**config.mk**
```make
export PLATFORM = sky130hd
export DESIGN_NAME = lsd_seq
export DESIGN_NICKNAME = d
export VERILOG_FILES = /design/src/rtl/lsd_pkg.sv /design/src/rtl/lsd_seq.sv
export SDC_FILE = /design/constraint.sdc
export NUM_CORES = 1
export LEC_CHECK = 0
export ABC_CLOCK_PERIOD_IN_PS = 5000
export BUFFER_PORTS_ARGS = -buffer_cell sky130_fd_sc_hd__buf_2
export CORE_MARGIN = 2
export CORE_UTILIZATION = 55
export CTS_CLUSTER_DIAMETER = 30
export CTS_CLUSTER_SIZE = 16
export DETAILED_ROUTE_END_ITERATION = 6
export PLACE_DENSITY = 0.77
export SLEW_MARGIN = 40
export SYNTH_ARGS = -nofsm -noshare
export SYNTH_HDL_FRONTEND = slang
export SYNTH_SLANG_ARGS = --single-unit
```
**constraint.sdc**
```tcl
create_clock -name clk -period 5 [get_ports clk]
set_input_delay 0.5 -clock clk [delete_from_list [all_inputs] [get_ports clk]]
set_output_delay 0.5 -clock clk [all_outputs]
set_load 0.02 [all_outputs]
```
**src/rtl/lsd_pkg.sv**
```systemverilog
// Shared types and constants for the LZSS stream decompressor.
// Used by lsd_window, lsd_seq and the top level; depends on nothing.
package lsd_pkg;

    // window geometry and match limits of the stream format
    localparam int WINDOW_SIZE_DEF = 4096;
    localparam int MAX_MATCH       = 18;
    localparam int MIN_MATCH       = 3;
    localparam int COUNT_W         = $clog2(MAX_MATCH + 1);

    // byte the window holds after reset
    localparam logic [7:0] SPACE_CHAR = 8'h20;

    // sequencer states
    typedef enum logic [1:0] {
        ST_CLEAR,
        ST_IDLE,
        ST_READ,
        ST_DATA
    } state_t;

    // meaning of the next compressed byte
    typedef enum logic [1:0] {
        PH_FLAG   = 2'd0,
        PH_BIT    = 2'd1,
        PH_SECOND = 2'd2
    } phase_t;

endpackage

```
**src/rtl/lsd_seq.sv**
```systemverilog
// Decode sequencer: flag tracking, match copy loop, shared address incrementer
// and output register. Depends on lsd_pkg; drives the ports of lsd_window.
module lsd_seq #(
    parameter int WINDOW_SIZE = lsd_pkg::WINDOW_SIZE_DEF,
    localparam int AW = $clog2(WINDOW_SIZE)
) (
    input  logic          clk,
    input  logic          rst_n,
    input  logic          in_valid,
    output logic          in_ready,
    input  logic [7:0]    in_byte,
    output logic          out_valid,
    input  logic          out_ready,
    output logic [7:0]    out_byte,
    output logic          last_of_run,
    output logic          mem_we,
    output logic [AW-1:0] mem_waddr,
    output logic [7:0]    mem_wdata,
    output logic          mem_re,
    output logic [AW-1:0] mem_raddr,
    input  logic [7:0]    mem_rdata
);

    localparam int CW = lsd_pkg::COUNT_W;
    localparam logic [AW-1:0] WP_RESET = AW'(WINDOW_SIZE - lsd_pkg::MAX_MATCH);
    localparam logic [AW-1:0] ADDR_LAST = AW'(WINDOW_SIZE - 1);

    lsd_pkg::state_t state_reg, state_next;
    lsd_pkg::phase_t phase_reg, phase_next;

    logic [7:0]    flag_bits_reg, flag_bits_next;
    logic [2:0]    flag_index_reg, flag_index_next;
    logic [7:0]    offset_low_reg, offset_low_next;
    logic [AW-1:0] write_pos_reg, write_pos_next;
    logic [AW-1:0] ptr_reg, ptr_next;
    logic [CW-1:0] count_reg, count_next;
    logic          out_valid_reg, out_valid_next;
    logic [7:0]    out_byte_reg, out_byte_next;
    logic          last_reg, last_next;

    // shared address incrementer, wraps at the window size
    logic [AW-1:0] inc_in;
    logic [AW-1:0] inc_out;
    logic          out_free;
    logic          in_take;

    assign inc_out  = inc_in + AW'(1);
    assign out_free = !out_valid_reg || out_ready;
    assign in_ready = (state_reg == lsd_pkg::ST_IDLE) && out_free;
    assign in_take  = in_valid && in_ready;

    // control registers
    always_ff @(posedge clk or negedge rst_n)
    begin
        if (!rst_n)
        begin
            state_reg      <= lsd_pkg::ST_CLEAR;
            phase_reg      <= lsd_pkg::PH_FLAG;
            flag_bits_reg  <= '0;
            flag_index_reg <= '0;
            offset_low_reg <= '0;
            write_pos_reg  <= WP_RESET;
            ptr_reg        <= '0;
            count_reg      <= '0;
            out_valid_reg  <= 1'b0;
        end
        else
        begin
            state_reg      <= state_next;
            phase_reg      <= phase_next;
            flag_bits_reg  <= flag_bits_next;
            flag_index_reg <= flag_index_next;
            offset_low_reg <= offset_low_next;
            write_pos_reg  <= write_pos_next;
            ptr_reg        <= ptr_next;
            count_reg      <= count_next;
            out_valid_reg  <= out_valid_next;
        end
    end

    // output payload
    always_ff @(posedge clk)
    begin
        out_byte_reg <= out_byte_next;
        last_reg     <= last_next;
    end

    // next state, memory control and output loading
    always_comb
    begin
        state_next      = state_reg;
        phase_next      = phase_reg;
        flag_bits_next  = flag_bits_reg;
        flag_index_next = flag_index_reg;
        offset_low_next = offset_low_reg;
        write_pos_next  = write_pos_reg;
        ptr_next        = ptr_reg;
        count_next      = count_reg;
        out_valid_next  = out_valid_reg && !out_ready;
        out_byte_next   = out_byte_reg;
        last_next       = last_reg;
        inc_in          = write_pos_reg;
        mem_we          = 1'b0;
        mem_waddr       = write_pos_reg;
        mem_wdata       = in_byte;
        mem_re          = 1'b0;
        mem_raddr       = ptr_reg;

        case (state_reg)
            lsd_pkg::ST_CLEAR:
            begin
                // sweep the window with spaces, ptr walks every address
                mem_we    = 1'b1;
                mem_waddr = ptr_reg;
                mem_wdata = lsd_pkg::SPACE_CHAR;
                inc_in    = ptr_reg;
                ptr_next  = inc_out;
                if (ptr_reg == ADDR_LAST)
                begin
                    state_next = lsd_pkg::ST_IDLE;
                end
            end

            lsd_pkg::ST_IDLE:
            begin
                if (in_take)
                begin
                    case (phase_reg)
                        lsd_pkg::PH_BIT:
                        begin
                            if (flag_bits_reg[0])
                            begin
                                // literal: store, emit, advance flag
                                mem_we          = 1'b1;
                                inc_in          = write_pos_reg;
                                write_pos_next  = inc_out;
                                out_valid_next  = 1'b1;
                                out_byte_next   = in_byte;
                                last_next       = 1'b1;
                                flag_bits_next  = flag_bits_reg >> 1;
                                flag_index_next = flag_index_reg + 3'd1;
                                phase_next      = (flag_index_reg == 3'd7) ?
                                                  lsd_pkg::PH_FLAG : lsd_pkg::PH_BIT;
                            end
                            else
                            begin
                                // hold first match byte
                                offset_low_next = in_byte;
                                phase_next      = lsd_pkg::PH_SECOND;
                            end
                        end

                        lsd_pkg::PH_SECOND:
                        begin
                            // start the copy loop
                            ptr_next   = AW'({in_byte[7:4], offset_low_reg});
                            count_next = CW'(in_byte[3:0]) + CW'(lsd_pkg::MIN_MATCH);
                            state_next = lsd_pkg::ST_READ;
                        end

                        default:
                        begin
                            // flag byte, also taken for the unused phase code
                            flag_bits_next  = in_byte;
                            flag_index_next = '0;
                            phase_next      = lsd_pkg::PH_BIT;
                        end
                    endcase
                end
            end

            lsd_pkg::ST_READ:
            begin
                // fetch the next match byte and advance the source pointer
                mem_re     = 1'b1;
                inc_in     = ptr_reg;
                ptr_next   = inc_out;
                state_next = lsd_pkg::ST_DATA;
            end

            lsd_pkg::ST_DATA:
            begin
                // write back and emit once the output register is free
                if (out_free)
                begin
                    mem_we         = 1'b1;
                    mem_wdata      = mem_rdata;
                    inc_in         = write_pos_reg;
                    write_pos_next = inc_out;
                    out_valid_next = 1'b1;
                    out_byte_next  = mem_rdata;
                    last_next      = (count_reg == CW'(1));
                    count_next     = count_reg - CW'(1);
                    if (count_reg == CW'(1))
                    begin
                        flag_bits_next  = flag_bits_reg >> 1;
                        flag_index_next = flag_index_reg + 3'd1;
                        phase_next      = (flag_index_reg == 3'd7) ?
                                          lsd_pkg::PH_FLAG : lsd_pkg::PH_BIT;
                        state_next      = lsd_pkg::ST_IDLE;
                    end
                    else
                    begin
                        state_next = lsd_pkg::ST_READ;
                    end
                end
            end

            default:
            begin
                state_next = lsd_pkg::ST_IDLE;
            end
        endcase
    end

    assign out_valid   = out_valid_reg;
    assign out_byte    = out_byte_reg;
    assign last_of_run = last_reg;

endmodule

```
==> impl_metrics.yaml <==
placement:
  gp_congestion: 0.884
  postPlaceCellArea_sq_um: 4160
  dp.cells: 509
  port_buffers: 64
  dpl.hpwl_mm: 6.58
yosys:
  ys_ff_latch: 62
  synth_most_common_cell: "nand2_1"
  syn-cell-area_sq_um: 3810
  synth_commonest_cells: "nand2_1 (48), dfrtp_1 (43), mux2_2 (37)"
  synthMuxAreaShare: 0.125
  synth_top_area_cell: "dfrtp_1"
  yosysWarnings: 0
  synth_top_family_by_area: "compound AO/OA/AOI/OAI gates"
  synth_cells: 381
  synth_flop_cell: "dfrtp_1"
  yosysSeqAreaShare: 0.422
  synthDistinctLibCells: 62
  ys_top_cells_by_area: "dfrtp_1 (28%), mux2_2 (11%), edfxtp_1 (7.1%), dfstp_2 (6.9%), nand2_1 (4.7%)"
  async_reset_ff_frac: 0.855
  synth_edf_count: 9
  synthAdderAreaFrac: 0.0328
  synth.avg_cell_area_sq_um: 10.0
  synth_compound_area_frac: 0.190
  synthSimpleGateAreaFrac: 0.167
  synth_xor_area_frac: 0.0253
  synth.top_cell.area_share: 0.282
  synth_fp_nets: 411
pwr:
  power_density_nw_per_um2: 769
  ir_worst_vdd_mv: 0.397
  p_int_w: 0.00174
  power_leakage_nw: 1.93
  p_sw_frac: 0.478
  seqPwrFrac: 0.312
  p_clk_frac: 0.118
  switchingPower_w: 0.00159
  combPwrFrac: 0.571
die:
  std_cell_rows: 30
  die_x_um: 87.3
  die_y_um: 87.3
  io_pins: 65
  core_sq_um: 6760
  dieArea_sq_um: 7610
  initial_core_util: 0.564
sta:
  fin_skew_ps: 11.5
  max_slew.worst_pin.slew_ps: 822
  finalCritPeriodShare: 0.659
  setup-tns-final_ps: 0
  setup_violations: 0
  period_needed_ps: 3300
  slew_headroom: 0.452
  hold_viol: 0
  fmax_mhz: 303
  rsz0062_at_grt: "no"
  slew_viol_final: 0
clocking:
  hold_buffers: 0
  clk_latency_ps: 340
  numCtsBuffers: 9
  clock_path_buffers: 2
  htree_levels: 3
  cts_setup_buffers: 0
  clock-sinks: 62
  cts_resized: 0
  worst_setup_hold_path_clk_slew_ps: 70
  cts_root_buf: "clkbuf_8"
  cts_tree: "yes"
route:
  vias: 3237
  postRouteAntennaNets: 0
  drc: 0
  viasPerCell: 6.18
  post_drt_wl_per_cell_um: 17.8
  firstDrtPassIters: 5
  drt-total-wl_mm: 9.32
  drtIter0Drc: 339
setup_path:
  cp-end-kind: "primary output"
  crit_start: "state_reg[0]"
  critPathRequiredTime_ps: 4500
  crit_type: "flip-flop to primary output"
  cp-start-kind: "flip-flop"
  reg2reg_from: "state_reg[0]"
  cp.arrival_ps: 2800
  critPathMaxFanout: 25
final_layout:
  fillers: 538
  multiInputGateArea_sq_um: 2060
  antennaDiodeCount: 0
  syn2layout_area_growth_pct: 13.7
  nets: 470
  drive_gt1_frac: 0.324
  seq_area_sq_um: 1610
  final_cells: 524
  stdcell_area_sq_um: 4340
run_status:
  status: "completed"
grt:
  antenna_found_initial: 0
  grt_max_degree: 54
  grt_overflow: 0
  grtUsageTotal: 0.255
  grt_pass1_wl_mm: 15.2
  grt_pass1_vias: 2992
flow_run:
  cap_violations: 0
min_path:
  min_path_type: "primary input to asynchronous set/reset pin"
-- cells by family (layout without fill, tap and decap cells) --
kind of cell / count (synthesis) / after routing
simple gates: 123 / 123
xor+xnor: 11 / 11
flops: 62 / 62
mux: 43 / 43
fa+ha+maj: 10 / 10
buf+inv: 32 / 95
compound gates: 100 / 100
-- area by class of cell --
| class | count | share of cell area |
|---|---|---|
| clock inverter | 2 | 0.00231 |
| clock buffer | 13 | 0.0367 |
| multi-input combinational | 287 | 0.475 |
| inverter | 12 | 0.0104 |
| timing repair buffer | 68 | 0.0808 |
| tap | 80 | 0.0231 |
| sequential | 62 | 0.371 |
-- critical path: stages, from the launching register on --
cell and delay (ps):
dfrtp_2 700, inv_1 270, ha_1 500, nor2_1 450, nand2_1 110, o21ai_0 110, a22o_1 150, buf_2 160
-- cell usage in the layout, fill, tap and decap left out, types with 5 or more instances in the layout --
master    instances
nor2_1           20
inv_1            11
nand3b_1          5
dfstp_2          10
o211ai_1          6
dfrtp_1          42
nand3_1          15
ha_1             10
clkbuf_8         11
nand2b_1          6
nand2_1          48
buf_2            64
a21oi_1           9
mux2_2           37
mux2i_1           6
a22o_1           12
edfxtp_1          9
a22oi_1           7
a31oi_1           5
o21ai_0          25
xnor2_1           7
nand4_1           5
-- worst paths after layout --
check,end,slack [ps],cells after the start
max,mem_wdata[0],1700,7
min,phase_reg[1],290,2
max reg2reg,mem_raddr[3],2170,6
min reg2reg,flag_bits_reg[7],480,2
max in group asynchronous,state_reg[0],4220,2
min in group clk,out_byte[7],460,3
-- routing by layer --
metal | up-vias | wire [um] | global-route usage
met2 | 127 | 4390 | 0.402
met5 | - | 0 | 0
met1 | 1572 | 4240 | 0.369
met4 | 0 | 131 | 0.0727
li1 | 1526 | - | -
met3 | 12 | 555 | 0.0351
-- power groups by stage --
| stage | Combinational, W | Sequential, W | Clock [W] |
|---|---|---|---|
| finish | 0.00190 | 0.00104 | 0.000392 |
| global route | 0.00209 | 0.00107 | 0.000417 |
| CTS | 0.00189 | 0.00103 | 0.000395 |
| detailed placement | 0.00188 | 0.00104 | 0 |
| global placement | 0.00184 | 0.00103 | 0 |
| floorplan | 0.00140 | 0.00103 | 0 |
-- per-stage QoR --
stage          hold slack (ps)  power [W]  utilization  setup slack (ps)
2_1_floorplan              204    0.00243            -              2500
3_3_place_gp               461    0.00287        0.616              1880
3_5_place_dp               467    0.00292        0.616              1780
4_1_cts                    307    0.00332        0.641              1420
5_1_grt                    338    0.00357        0.642              1550
6_report                   289    0.00333        0.642              1700
(Power assumes the default switching activity.)
